--- src/design/wbfe_pkg.sv ---
// wbfe_pkg: shared types and constants for the ws2812 blink frame encoder
// used by the led table, the slot emitter and the top level
// no dependencies
`default_nettype none

package wbfe_pkg;

  localparam int NUM_LEDS  = 16;
  localparam int LED_IDX_W = 4;
  localparam int WORD_W    = 24;
  localparam int BIT_CNT_W = 5;
  localparam int PADDR_W   = 4;

  // request codes
  localparam logic [2:0] REQ_COLOUR = 3'd0;
  localparam logic [2:0] REQ_BLINK  = 3'd1;
  localparam logic [2:0] REQ_STEADY = 3'd2;
  localparam logic [2:0] REQ_MODE   = 3'd3;
  localparam logic [2:0] REQ_TICK   = 3'd4;
  localparam logic [2:0] REQ_RENDER = 3'd5;

  // register indexes (paddr[3:2])
  localparam logic [1:0] REG_ONE_HIGH  = 2'd0;
  localparam logic [1:0] REG_ZERO_HIGH = 2'd1;
  localparam logic [1:0] REG_PREAMBLE  = 2'd2;
  localparam logic [1:0] REG_LATCH     = 2'd3;

  // register reset values
  localparam logic [7:0] ONE_HIGH_RST  = 8'd58;
  localparam logic [7:0] ZERO_HIGH_RST = 8'd29;
  localparam logic [9:0] PREAMBLE_RST  = 10'd16;
  localparam logic [9:0] LATCH_RST     = 10'd100;

  typedef struct packed {
    logic [2:0]           req_type;
    logic [LED_IDX_W-1:0] led_index;
    logic [7:0]           red;
    logic [7:0]           green;
    logic [7:0]           blue;
    logic [15:0]          blink_on_time;
    logic signed [7:0]    blink_repeats;
    logic                 steady_level;
    logic                 mode_value;
    logic                 first_led;
    logic                 last_led;
  } wbfe_item_t;

  typedef struct packed {
    logic [WORD_W-1:0] word;
    logic              first_led;
    logic              last_led;
  } wbfe_job_t;

  typedef struct packed {
    logic [7:0] one_high_ticks;
    logic [7:0] zero_high_ticks;
    logic [9:0] preamble_slots;
    logic [9:0] latch_slots;
  } wbfe_cfg_t;

endpackage

`default_nettype wire

--- src/design/wbfe_led_table.sv ---
// wbfe_led_table: per-led colour and blink state, millisecond clock, blink step
// produces the gated grb word for render items
// depends on wbfe_pkg
`default_nettype none

module wbfe_led_table (
  input  wire logic              clk,
  input  wire logic              rst,
  input  wire logic              item_take,
  input  wire wbfe_pkg::wbfe_item_t item,
  output logic                   job_valid,
  output wbfe_pkg::wbfe_job_t    job
);

  logic [31:0]                  ms_now;
  logic [wbfe_pkg::WORD_W-1:0]  led_colour         [wbfe_pkg::NUM_LEDS];
  logic [15:0]                  led_on_time        [wbfe_pkg::NUM_LEDS];
  logic [7:0]                   led_repeat_setting [wbfe_pkg::NUM_LEDS];
  logic                         led_steady_level   [wbfe_pkg::NUM_LEDS];
  logic                         led_mode           [wbfe_pkg::NUM_LEDS];
  logic                         led_blink_level    [wbfe_pkg::NUM_LEDS];
  logic [8:0]                   led_toggles_left   [wbfe_pkg::NUM_LEDS];
  logic [31:0]                  led_start_stamp    [wbfe_pkg::NUM_LEDS];

  logic [wbfe_pkg::LED_IDX_W-1:0] idx;
  logic        idx_ok;
  logic [31:0] elapsed;
  logic        due;
  logic        tog_pos;
  logic        tog_end;
  logic [8:0]  tog_dec;
  logic        lvl;

  assign idx     = item.led_index;
  assign idx_ok  = int'(item.led_index) < wbfe_pkg::NUM_LEDS;
  assign elapsed = ms_now - led_start_stamp[idx];
  assign due     = elapsed >= {16'd0, led_on_time[idx]};
  assign tog_pos = !led_toggles_left[idx][8] && (led_toggles_left[idx] != 9'd0);
  assign tog_dec = led_toggles_left[idx] - 9'd1;
  assign tog_end = tog_pos && (led_toggles_left[idx] == 9'd1);

  // level after the blink step
  always_comb begin
    if (!led_mode[idx]) begin
      lvl = led_steady_level[idx];
    end else if (!due) begin
      lvl = led_blink_level[idx];
    end else if (tog_end) begin
      lvl = led_steady_level[idx];
    end else begin
      lvl = !led_blink_level[idx];
    end
  end

  assign job_valid = item_take && (item.req_type == wbfe_pkg::REQ_RENDER) && idx_ok;
  assign job       = '{word:      lvl ? led_colour[idx] : '0,
                       first_led: item.first_led,
                       last_led:  item.last_led};

  always_ff @(posedge clk) begin
    if (rst) begin
      ms_now <= '0;
      for (int i = 0; i < wbfe_pkg::NUM_LEDS; i++) begin
        led_colour[i]         <= '0;
        led_on_time[i]        <= '0;
        led_repeat_setting[i] <= '0;
        led_steady_level[i]   <= 1'b0;
        led_mode[i]           <= 1'b0;
        led_blink_level[i]    <= 1'b0;
        led_toggles_left[i]   <= '0;
        led_start_stamp[i]    <= '0;
      end
    end else if (item_take) begin
      unique case (item.req_type)
        wbfe_pkg::REQ_TICK: begin
          ms_now <= ms_now + 32'd1;
        end
        wbfe_pkg::REQ_COLOUR: begin
          if (idx_ok) begin
            led_colour[idx] <= {item.green, item.red, item.blue};
          end
        end
        wbfe_pkg::REQ_BLINK: begin
          if (idx_ok) begin
            led_on_time[idx]        <= item.blink_on_time;
            led_repeat_setting[idx] <= item.blink_repeats;
          end
        end
        wbfe_pkg::REQ_STEADY: begin
          if (idx_ok) begin
            led_steady_level[idx] <= item.steady_level;
          end
        end
        wbfe_pkg::REQ_MODE: begin
          if (idx_ok) begin
            // steady to blink starts a fresh blink sequence
            if (!led_mode[idx] && item.mode_value) begin
              led_blink_level[idx]  <= !led_steady_level[idx];
              led_toggles_left[idx] <= {led_repeat_setting[idx], 1'b0};
              led_start_stamp[idx]  <= ms_now;
            end
            led_mode[idx] <= item.mode_value;
          end
        end
        wbfe_pkg::REQ_RENDER: begin
          if (idx_ok && led_mode[idx] && due) begin
            led_start_stamp[idx] <= ms_now;
            if (tog_pos) begin
              led_toggles_left[idx] <= tog_dec;
            end
            if (tog_end) begin
              led_mode[idx]        <= 1'b0;
              led_blink_level[idx] <= led_steady_level[idx];
            end else begin
              led_blink_level[idx] <= !led_blink_level[idx];
            end
          end
        end
        default: begin
        end
      endcase
    end
  end

endmodule

`default_nettype wire

--- src/design/wbfe_slot_emitter.sv ---
// wbfe_slot_emitter: turns one grb word into preamble, bit and latch runs
// holds the result register toward the output channel
// depends on wbfe_pkg
`default_nettype none

module wbfe_slot_emitter (
  input  wire logic                clk,
  input  wire logic                rst,
  input  wire logic                job_load,
  input  wire wbfe_pkg::wbfe_job_t job,
  input  wire wbfe_pkg::wbfe_cfg_t cfg,
  output logic                     idle,
  input  wire logic                out_ready,
  output logic                     out_valid,
  output logic [7:0]               slot_duty,
  output logic [9:0]               slot_repeat,
  output logic                     run_last
);

  localparam logic [1:0] PH_IDLE  = 2'd0;
  localparam logic [1:0] PH_PRE   = 2'd1;
  localparam logic [1:0] PH_BITS  = 2'd2;
  localparam logic [1:0] PH_LATCH = 2'd3;

  logic [1:0]                     phase;
  logic [wbfe_pkg::WORD_W-1:0]    word;
  logic [wbfe_pkg::BIT_CNT_W-1:0] bit_cnt;
  logic                           latch_en;
  logic                           emit;

  assign idle = (phase == PH_IDLE);
  assign emit = !idle && (!out_valid || out_ready);

  always_ff @(posedge clk) begin
    if (rst) begin
      phase     <= PH_IDLE;
      out_valid <= 1'b0;
    end else begin
      if (out_valid && out_ready) begin
        out_valid <= 1'b0;
      end
      if (job_load) begin
        word     <= job.word;
        latch_en <= job.last_led && (cfg.latch_slots != 10'd0);
        bit_cnt  <= wbfe_pkg::BIT_CNT_W'(wbfe_pkg::WORD_W - 1);
        phase    <= (job.first_led && (cfg.preamble_slots != 10'd0)) ? PH_PRE : PH_BITS;
      end else if (emit) begin
        out_valid <= 1'b1;
        unique case (phase)
          PH_PRE: begin
            slot_duty   <= 8'd0;
            slot_repeat <= cfg.preamble_slots;
            run_last    <= 1'b0;
            phase       <= PH_BITS;
          end
          PH_BITS: begin
            slot_duty   <= word[wbfe_pkg::WORD_W-1] ? cfg.one_high_ticks
                                                    : cfg.zero_high_ticks;
            slot_repeat <= 10'd1;
            run_last    <= (bit_cnt == '0) && !latch_en;
            word        <= word << 1;
            bit_cnt     <= bit_cnt - 1'b1;
            if (bit_cnt == '0) begin
              phase <= latch_en ? PH_LATCH : PH_IDLE;
            end
          end
          PH_LATCH: begin
            slot_duty   <= 8'd0;
            slot_repeat <= cfg.latch_slots;
            run_last    <= 1'b1;
            phase       <= PH_IDLE;
          end
          default: begin
            phase <= PH_IDLE;
          end
        endcase
      end
    end
  end

endmodule

`default_nettype wire

--- src/design/ws2812_blink_frame_encoder_top.sv ---
// ws2812_blink_frame_encoder_top: top level of the ws2812 blink frame encoder
// apb register file, input holding register, led table and slot emitter
// depends on wbfe_pkg, wbfe_led_table, wbfe_slot_emitter
// input channel (in_valid/in_ready): one request per transfer. colour, blink
//   settings, steady level and mode requests update the addressed led, a tick
//   request advances the millisecond clock, a render request runs the led's
//   blink step and produces its slot runs
// output channel (out_valid/out_ready): one run per transfer. a render gives an
//   optional preamble run (first_led), 24 single-slot bit runs msb first in grb
//   order and an optional latch run (last_led); run_last marks its final run
// apb port: one high ticks, zero high ticks, preamble slots, latch slots at
//   byte addresses 0, 4, 8, 12; pready is always high
// timing: a request is captured in the holding register and applied to the led
//   table from there, so non-render requests go one per cycle. with the emitter
//   idle a render passes the holding register and the emitter's load before its
//   first run reaches the output register, then one run per cycle while out_ready
//   is high; the next render is loaded only once the emitter has gone idle
// reset clears the led table and clock, restores register defaults and drops
//   out_valid. a stalled receiver holds the run in the output register, the
//   emitter waits and in_ready falls while a render is held behind it
`default_nettype none

module ws2812_blink_frame_encoder_top (
  input  wire logic                         clk,
  input  wire logic                         rst,
  // apb configuration port
  input  wire logic                         psel,
  input  wire logic                         penable,
  input  wire logic                         pwrite,
  input  wire logic [wbfe_pkg::PADDR_W-1:0] paddr,
  input  wire logic [31:0]                  pwdata,
  output logic [31:0]                       prdata,
  output logic                              pready,
  // request channel
  input  wire logic                         in_valid,
  output logic                              in_ready,
  input  wire logic [2:0]                   req_type,
  input  wire logic [3:0]                   led_index,
  input  wire logic [7:0]                   red,
  input  wire logic [7:0]                   green,
  input  wire logic [7:0]                   blue,
  input  wire logic [15:0]                  blink_on_time,
  input  wire logic signed [7:0]            blink_repeats,
  input  wire logic                         steady_level,
  input  wire logic                         mode_value,
  input  wire logic                         first_led,
  input  wire logic                         last_led,
  // run channel
  output logic                              out_valid,
  input  wire logic                         out_ready,
  output logic [7:0]                        slot_duty,
  output logic [9:0]                        slot_repeat,
  output logic                              run_last
);

  wbfe_pkg::wbfe_cfg_t  cfg;
  wbfe_pkg::wbfe_item_t item_q;
  wbfe_pkg::wbfe_job_t  job;
  logic                 hold_valid;
  logic                 consume;
  logic                 job_valid;
  logic                 emit_idle;
  logic                 cfg_write;
  logic [1:0]           reg_sel;

  // apb register file
  assign pready    = 1'b1;
  assign reg_sel   = paddr[3:2];
  assign cfg_write = psel && penable && pwrite && pready;

  always_ff @(posedge clk) begin
    if (rst) begin
      cfg.one_high_ticks  <= wbfe_pkg::ONE_HIGH_RST;
      cfg.zero_high_ticks <= wbfe_pkg::ZERO_HIGH_RST;
      cfg.preamble_slots  <= wbfe_pkg::PREAMBLE_RST;
      cfg.latch_slots     <= wbfe_pkg::LATCH_RST;
    end else if (cfg_write) begin
      unique case (reg_sel)
        wbfe_pkg::REG_ONE_HIGH:  cfg.one_high_ticks  <= pwdata[7:0];
        wbfe_pkg::REG_ZERO_HIGH: cfg.zero_high_ticks <= pwdata[7:0];
        wbfe_pkg::REG_PREAMBLE:  cfg.preamble_slots  <= pwdata[9:0];
        wbfe_pkg::REG_LATCH:     cfg.latch_slots     <= pwdata[9:0];
        default: begin
        end
      endcase
    end
  end

  always_comb begin
    unique case (reg_sel)
      wbfe_pkg::REG_ONE_HIGH:  prdata = {24'd0, cfg.one_high_ticks};
      wbfe_pkg::REG_ZERO_HIGH: prdata = {24'd0, cfg.zero_high_ticks};
      wbfe_pkg::REG_PREAMBLE:  prdata = {22'd0, cfg.preamble_slots};
      wbfe_pkg::REG_LATCH:     prdata = {22'd0, cfg.latch_slots};
      default:                 prdata = '0;
    endcase
  end

  // holding register: a render waits here until the emitter is idle
  assign consume  = hold_valid &&
                    ((item_q.req_type != wbfe_pkg::REQ_RENDER) || emit_idle);
  assign in_ready = !hold_valid || consume;

  always_ff @(posedge clk) begin
    if (rst) begin
      hold_valid <= 1'b0;
    end else begin
      if (in_valid && in_ready) begin
        hold_valid <= 1'b1;
      end else if (consume) begin
        hold_valid <= 1'b0;
      end
    end
  end

  always_ff @(posedge clk) begin
    if (in_valid && in_ready) begin
      item_q.req_type      <= req_type;
      item_q.led_index     <= led_index;
      item_q.red           <= red;
      item_q.green         <= green;
      item_q.blue          <= blue;
      item_q.blink_on_time <= blink_on_time;
      item_q.blink_repeats <= blink_repeats;
      item_q.steady_level  <= steady_level;
      item_q.mode_value    <= mode_value;
      item_q.first_led     <= first_led;
      item_q.last_led      <= last_led;
    end
  end

  wbfe_led_table u_led_table (
    .clk       (clk),
    .rst       (rst),
    .item_take (consume),
    .item      (item_q),
    .job_valid (job_valid),
    .job       (job)
  );

  wbfe_slot_emitter u_slot_emitter (
    .clk         (clk),
    .rst         (rst),
    .job_load    (job_valid),
    .job         (job),
    .cfg         (cfg),
    .idle        (emit_idle),
    .out_ready   (out_ready),
    .out_valid   (out_valid),
    .slot_duty   (slot_duty),
    .slot_repeat (slot_repeat),
    .run_last    (run_last)
  );

endmodule

`default_nettype wire

--- config.mk ---
export PLATFORM = sky130hd
export DESIGN_NAME = ws2812_blink_frame_encoder_top
export DESIGN_NICKNAME = d
export VERILOG_FILES = /design/src/design/wbfe_pkg.sv /design/src/design/wbfe_led_table.sv /design/src/design/wbfe_slot_emitter.sv /design/src/design/ws2812_blink_frame_encoder_top.sv
export SDC_FILE = /design/constraint.sdc
export NUM_CORES = 2
export LEC_CHECK = 0
export BUFFER_PORTS_ARGS = -buffer_cell sky130_fd_sc_hd__buf_2
export CORE_MARGIN = 10
export CORE_UTILIZATION = 49
export DETAILED_ROUTE_END_ITERATION = 8
export HOLD_SLACK_MARGIN = 0.06
export PLACE_DENSITY_LB_ADDON = 0.05
export SYNTH_ARGS = -nofsm -noshare
export SYNTH_HDL_FRONTEND = slang
export SYNTH_SLANG_ARGS = --single-unit
--- constraint.sdc ---
create_clock -name clk -period 7.5 [get_ports clk]
set_clock_uncertainty 0.15 [all_clocks]
set_input_delay 1.5 -clock clk [delete_from_list [all_inputs] [get_ports clk]]
set_output_delay 1.5 -clock clk [all_outputs]
set_load 0.01 [all_outputs]
# Word level (Yosys, flattened, before mapping)
# Memories as Yosys holds them, arrays and structs flattened. A register that Yosys moved wholly into a read port is not among the register bits.
# Index checks and enable logic that the tools add are counted.
word_totals:
  in_bits: 102
  elab_cells: 223
  register_bits: 180
  mem_bits_rw: 1472
  mem_count: 8
op_classes:
  n_reduce_logical: 56
  n_addsub: 4
  order_cmp: 1
  mux: 108
  eq_ne: 14
  bitwise_logic: 7
mem_list:
  columns: ["memory", "depth", "word_bits", "rd", "rd_ports_with_merged_regs", "wr", "line", "source"]
  rows:
  - ["u_led_table.led_start_stamp", 16, 32, 1, 1, 16, "wbfe_led_table.sv:23", "logic [31:0] led_start_stamp [wbfe_pkg::NUM_LEDS];"]
  - ["u_led_table.led_colour", 16, 24, 1, 1, 16, "wbfe_led_table.sv:16", "logic [wbfe_pkg::WORD_W-1:0] led_colour [wbfe_pkg::NUM_LEDS];"]
  - ["u_led_table.led_on_time", 16, 16, 1, 1, 16, "wbfe_led_table.sv:17", "logic [15:0] led_on_time [wbfe_pkg::NUM_LEDS];"]
  - ["u_led_table.led_toggles_left", 16, 9, 1, 1, 16, "wbfe_led_table.sv:22", "logic [8:0] led_toggles_left [wbfe_pkg::NUM_LEDS];"]
  - ["u_led_table.led_repeat_setting", 16, 8, 1, 1, 16, "wbfe_led_table.sv:18", "logic [7:0] led_repeat_setting [wbfe_pkg::NUM_LEDS];"]
  - ["u_led_table.led_blink_level", 16, 1, 1, 1, 16, "wbfe_led_table.sv:21", "logic led_blink_level [wbfe_pkg::NUM_LEDS];"]
  - ["+2 memories", null, null, null, null, null, null, null]
ops:
  columns: ["operator", "count"]
  rows:
  - ["$pmux W32 S4", 1]
  - ["$mux W24", 5]
  - ["$mux W1", 68]
  - ["$mux W32", 2]
  - ["$mux W4", 16]
  - ["$add A32 B1 Y32 const B", 1]
  - ["$ge A32 B16 Y1", 1]
  - ["$reduce_or A32 Y1", 1]
  - ["$sub A32 B32 Y32", 1]
  - ["$pmux W10 S3", 1]
  - ["$reduce_or A24 Y1", 1]
  - ["$reduce_bool A10 Y1", 2]
  - ["$mux W9", 2]
  - ["$mux W16", 1]
  - ["$mux W8", 2]
  - ["$pmux W8 S2", 1]
  - ["$reduce_or A16 Y1", 1]
  - ["$logic_and A1 B1 Y1", 14]
  - ["$reduce_and A2 Y1", 7]
  - ["$mux W2", 5]
  - ["$mux W5", 2]
  - ["$eq A9 B1 Y1 const B", 1]
  - ["$reduce_bool A9 Y1", 1]
  - ["$reduce_or A9 Y1", 1]
  - ["25 further kinds", 52]

# Longest topological paths before layout
depth:
  depth_word: 13
  mapped_depth: 31
  ltp_nobuf: 21

# Cells and area by module
# Synthesis repeated with hierarchy kept, for this count alone.
unflattened:
  cells_unflattened: 5169
  area_unflattened_um2: 77747.1
by_module_without_submodules:
  columns: ["module", "area_per_inst_um2", "n_inst", "cells_per_inst"]
  rows:
  - ["wbfe_led_table", 71562.4, 1, 4745]
  - ["ws2812_blink_frame_encoder_top", 3753.6, 1, 253]
  - ["wbfe_slot_emitter", 2431.1, 1, 171]

# Worst setup path before layout
# Ideal clock, no wire load.
synth_path:
  kind: "reg-to-reg"
  startpoint: "reg with a tool-made name"
  endpoint: "mem u_led_table.led_start_stamp[15][0], enable pin"
  n_path_buf: 8
  path_slack_ns: -0.605
  t_required_ns: 6.943
  arrival_time_ns: 7.548
  stages_incl_launch_ff: 29
  path_cell_list: "dfxtp_1 > buf_2 > buf_6 > buf_6 > buf_4 > buf_2 > buf_2 > buf_2 > mux4_2 > mux4_2 > ha_1 > fa_1 > nor2b_1 > o2111ai_1 > a211oi_1 > nor3_1 > xnor2_1 > ha_1 > and4_1 > nand4_1 > a2111oi_0 > a311o_1 > nor4_1 > o2111ai_1 > or4_1 > o21ai_2 > buf_4 > a21oi_2 > or2_1"
synth_rtl:
  columns: ["item", "line"]
  rows:
  - ["to (decl)", "wbfe_led_table.sv:23"]

==> impl_metrics.csv <==
group,metric,value,unit
sta,report.final.slew_viol_count,0,
worst_setup_path,critical_path_arrival,7.59,ns
global_routing,grt_first_pass_wirelength,313000,um
place,place_hpwl,126000,um
routing,drt-pass1-iter-count,5,
sta,report.final.hold_viol_count,0,
yosys,ys_ff_latch,1656,
sta,tightestPinTransition,1.09,ns
routing,route.detailed.drc,0,
die,rows,145,
yosys,synth_cells,5088,
clock_tree,cts_buffer_depth,3,
global_routing,global_route.usage.total,24.6,%
routing,drt.antenna.violating_nets,0,
yosys,number_of_different_library_cells_in_the_post_synthesis_netlist,81,
yosys,netlist_area,76600,um2
yosys,synth_edf_count,1580,
flow_run,drv.max_cap_violation_count,0,
routing,routed_wire_length_per_instance,28.8,um
power,powerDensity,245,nW/um2
layout,num-fill-cells,12400,
yosys,synth_flop_cell,"edfxtp_1",
yosys,netlist_top_cells_area,"edfxtp_1, mux4_2, and2_1",
die,die_h,415,um
clock_tree,clock_tree.htree_level_count,4,
global_routing,globalRouteOverflowTotal,0,
worst_hold_path,min_path_type,"flip-flop to flip-flop",
yosys,yosysTopAreaCell,"edfxtp_1",
worst_setup_path,worstSetupPathType,"flip-flop to flip-flop",
clock_tree,numClockSinks,1656,
yosys,yosys_warnings,0,
clock_tree,clk_transition_reported_paths,0.06,ns
yosys,ys_seq_area_share,63.9,%
place,gpl.final_weighted_congestion,0.888,
routing,drt-initial-drc-count,4423,
sta,grt_setup_unrepaired,"no",
sta,fmaxAchievable,139,MHz
die,core_box_area,156000,um2
power,vdd_ir_drop_max,0.231,mV
clock_tree,clock_latency_of_the_later_clocked_register_in_the_worst_skew_pair,0.82,ns
layout,design.final.nets,5366,
clock_tree,cts_hold_buf,0,
sta,fin_crit_sh,96.1,%
die,die-width,415,um
yosys,synthDominantCellAreaShare,61.9,%
yosys,async_set_or_reset_register_ratio_after_synthesis,0,%
power,p_total,21.1,mW
clock_tree,clock_tree_from_tritoncts,"built",
routing,post_drt_via_cell_ratio,5.81,
die,total_die_area,173000,um2
layout,area_delta_synth_final,12.6,%
sta,finalSetupTns,0,ns
worst_setup_path,critPathLaunchType,"flip-flop",
clock_tree,numCtsBuffers,180,
layout,post_route_cells_drive_above_1_share,22.3,%
sta,fin_crit,7.21,ns
global_routing,grt_max_degree,68,
clock_tree,clk_root_buffer_cell,"clkbuf_16",
worst_setup_path,cp_data_required_time,7.89,ns
global_routing,antenna_found_initial,7,
place,portBuffers,108,
power,p_leak,31.1,nW
routing,route.vias.total,43200,
die,initial_core_util,49.2,%
yosys,syn_avg_cell_area,15.1,um2
worst_setup_path,end_kind,"flip-flop",
sta,maxSlewHeadroom,27.4,%
worst_setup_path,critical_path.max_fanout,27,
sta,setup_viol_count_final,0,
status,status,"finished, final reports clean",
global_routing,number_of_global_route_vias_before_repair,44200,
routing,drt_wl_total,214000,um
die,i_o_pins,156,
## synthesized netlist by cell type (6+ instances only)
cell type	count
buf_2	77
and4_1	6
nand2b_1	16
dfxtp_1	76
mux2i_1	38
nor4_1	10
and3_1	11
mux4_2	464
a211o_1	14
nor2b_1	20
inv_1	103
o211ai_1	6
nand4_1	27
ha_1	59
nand2_1	105
or2_2	36
buf_4	28
a31oi_1	10
mux2_2	7
xnor2_1	19
clkbuf_1	309
o21bai_1	18
o21a_1	11
a21o_1	7
nor3_1	16
xor2_1	29
edfxtp_1	1580
nand3_1	23
and2_1	1285
o21ai_1	30
nor2_1	351
o21ai_0	35
buf_1	26
a211oi_1	29
o2111ai_1	6
or3_1	14
or2_1	33
a21oi_2	15
a21oi_1	64
## sequential cells by signal, summed over array words and instances, names as in the netlist, 10 cells and up, named ones only
| signal | flops |
|---|---|
| u_led_table.led_start_stamp | 512 |
| u_led_table.led_colour | 384 |
| u_led_table.led_on_time | 256 |
| u_led_table.led_toggles_left | 144 |
| u_led_table.led_repeat_setting | 128 |
| item_q | 59 |
| cfg | 36 |
| u_led_table.ms_now | 32 |
| u_slot_emitter.word | 24 |
| u_led_table.led_blink_level | 16 |
| u_led_table.led_mode | 16 |
| u_led_table.led_steady_level | 16 |
| u_slot_emitter.slot_repeat | 10 |
## layout make-up
class / instances / area (um2) / area share, %
Antenna cell: 7 / 17.5 / 0.0203
Clock buffer: 234 / 4800 / 5.57
Clock inverter: 101 / 743 / 0.861
Inverter: 104 / 400 / 0.464
Multi-Input combinational cell: 2906 / 25800 / 29.9
Sequential cell: 1656 / 49000 / 56.8
Tap cell: 2058 / 2570 / 2.98
Timing Repair Buffer: 356 / 3010 / 3.49
## final timing paths
check,from,slack (ns),end,cells past startpoint
setup / recovery,flip-flop,0.29,u_led_table.led_start_stamp[1][22],25
hold / removal,u_slot_emitter.out_valid,0.34,u_slot_emitter.out_valid,2
setup reg to reg,flip-flop,0.29,u_led_table.led_start_stamp[1][22],25
hold reg to reg,u_slot_emitter.out_valid,0.34,u_slot_emitter.out_valid,2
## through the flow
stage	cell area (um2)	worst slack (ns)	std cells	hold WS (ns)	utilization (%)
floorplan	76800	0.0181	5109	0.303	-
global placement	80600	0.177	7078	0.321	51.7
detailed placement	80600	0.109	7078	0.332	51.7
CTS	86200	0.0779	7413	0.345	55.3
global route	86300	0.00549	7415	0.365	55.4
finish	86300	0.295	7422	0.340	55.4
## cells in the final DEF, fill, tap and decap left out, types with 49 or more instances in the layout
cell type and count:
clkinv_1 51, nand2_1 105, and2_1 1285, clkbuf_16 184, ha_1 59, edfxtp_1 1580, buf_2 107, nor2_1 318
a21oi_1 61, dfxtp_1 73, inv_1 102, clkbuf_1 49, mux4_2 464, buf_4 200
## logic make-up after synthesis
group / Yosys count / synth area share, %
compound gates: 295 / 2.71
xor+xnor: 48 / 0.549
fa+ha+maj: 60 / 0.990
buf+inv: 547 / 2.97
flops: 1656 / 63.9
mux: 509 / 14.2
other cells: 2 / 0.00980
simple gates: 1971 / 14.6
## metal layers
layer  global-route usage [%]  routed length [um]  vias to the layer above
met5                        0                   0                        -
met4                     5.76                4280                        0
met3                     3.69               12900                      264
met2                     40.3              104000                     1353
met1                     34.8               93000                    22600
li1                         -                   -                    18900
## timing repair
item                       4_1_cts  5_1_grt
resized for setup                0        6
setup endpoints to repair        0      267
setup buffers                    0        2
## critical path, stage by stage, from the launching register on
cell       delay (ns)
dfxtp_4          0.52
buf_12           0.23
buf_12           0.20
mux4_2           0.58
mux4_2           0.47
inv_1            0.10
ha_1             0.27
and4_1           0.22
and3_1           0.17
o21ai_1          0.15
nand2_1          0.12
a21oi_1          0.17
xnor2_1          0.17
ha_1             0.28
buf_4            0.14
a21oi_1          0.23
o2111ai_1        0.15
a311o_1          0.28
nor4_1           0.33
o2111ai_1        0.23
or4_1            0.58
o21ai_4          0.17
buf_12           0.26
a21oi_4          0.12
buf_4            0.33
and2_1           0.22
## report_power, final
part | switching [mW] | total (mW) | leakage (nW) | internal (mW)
Combinational | 1.19 | 2.05 | 11.7 | 0.859
Clock | 3.71 | 8.50 | 2.71 | 4.79
Sequential | 0.162 | 10.6 | 16.7 | 10.4
Note: power is estimated with default switching activity, not from simulation.
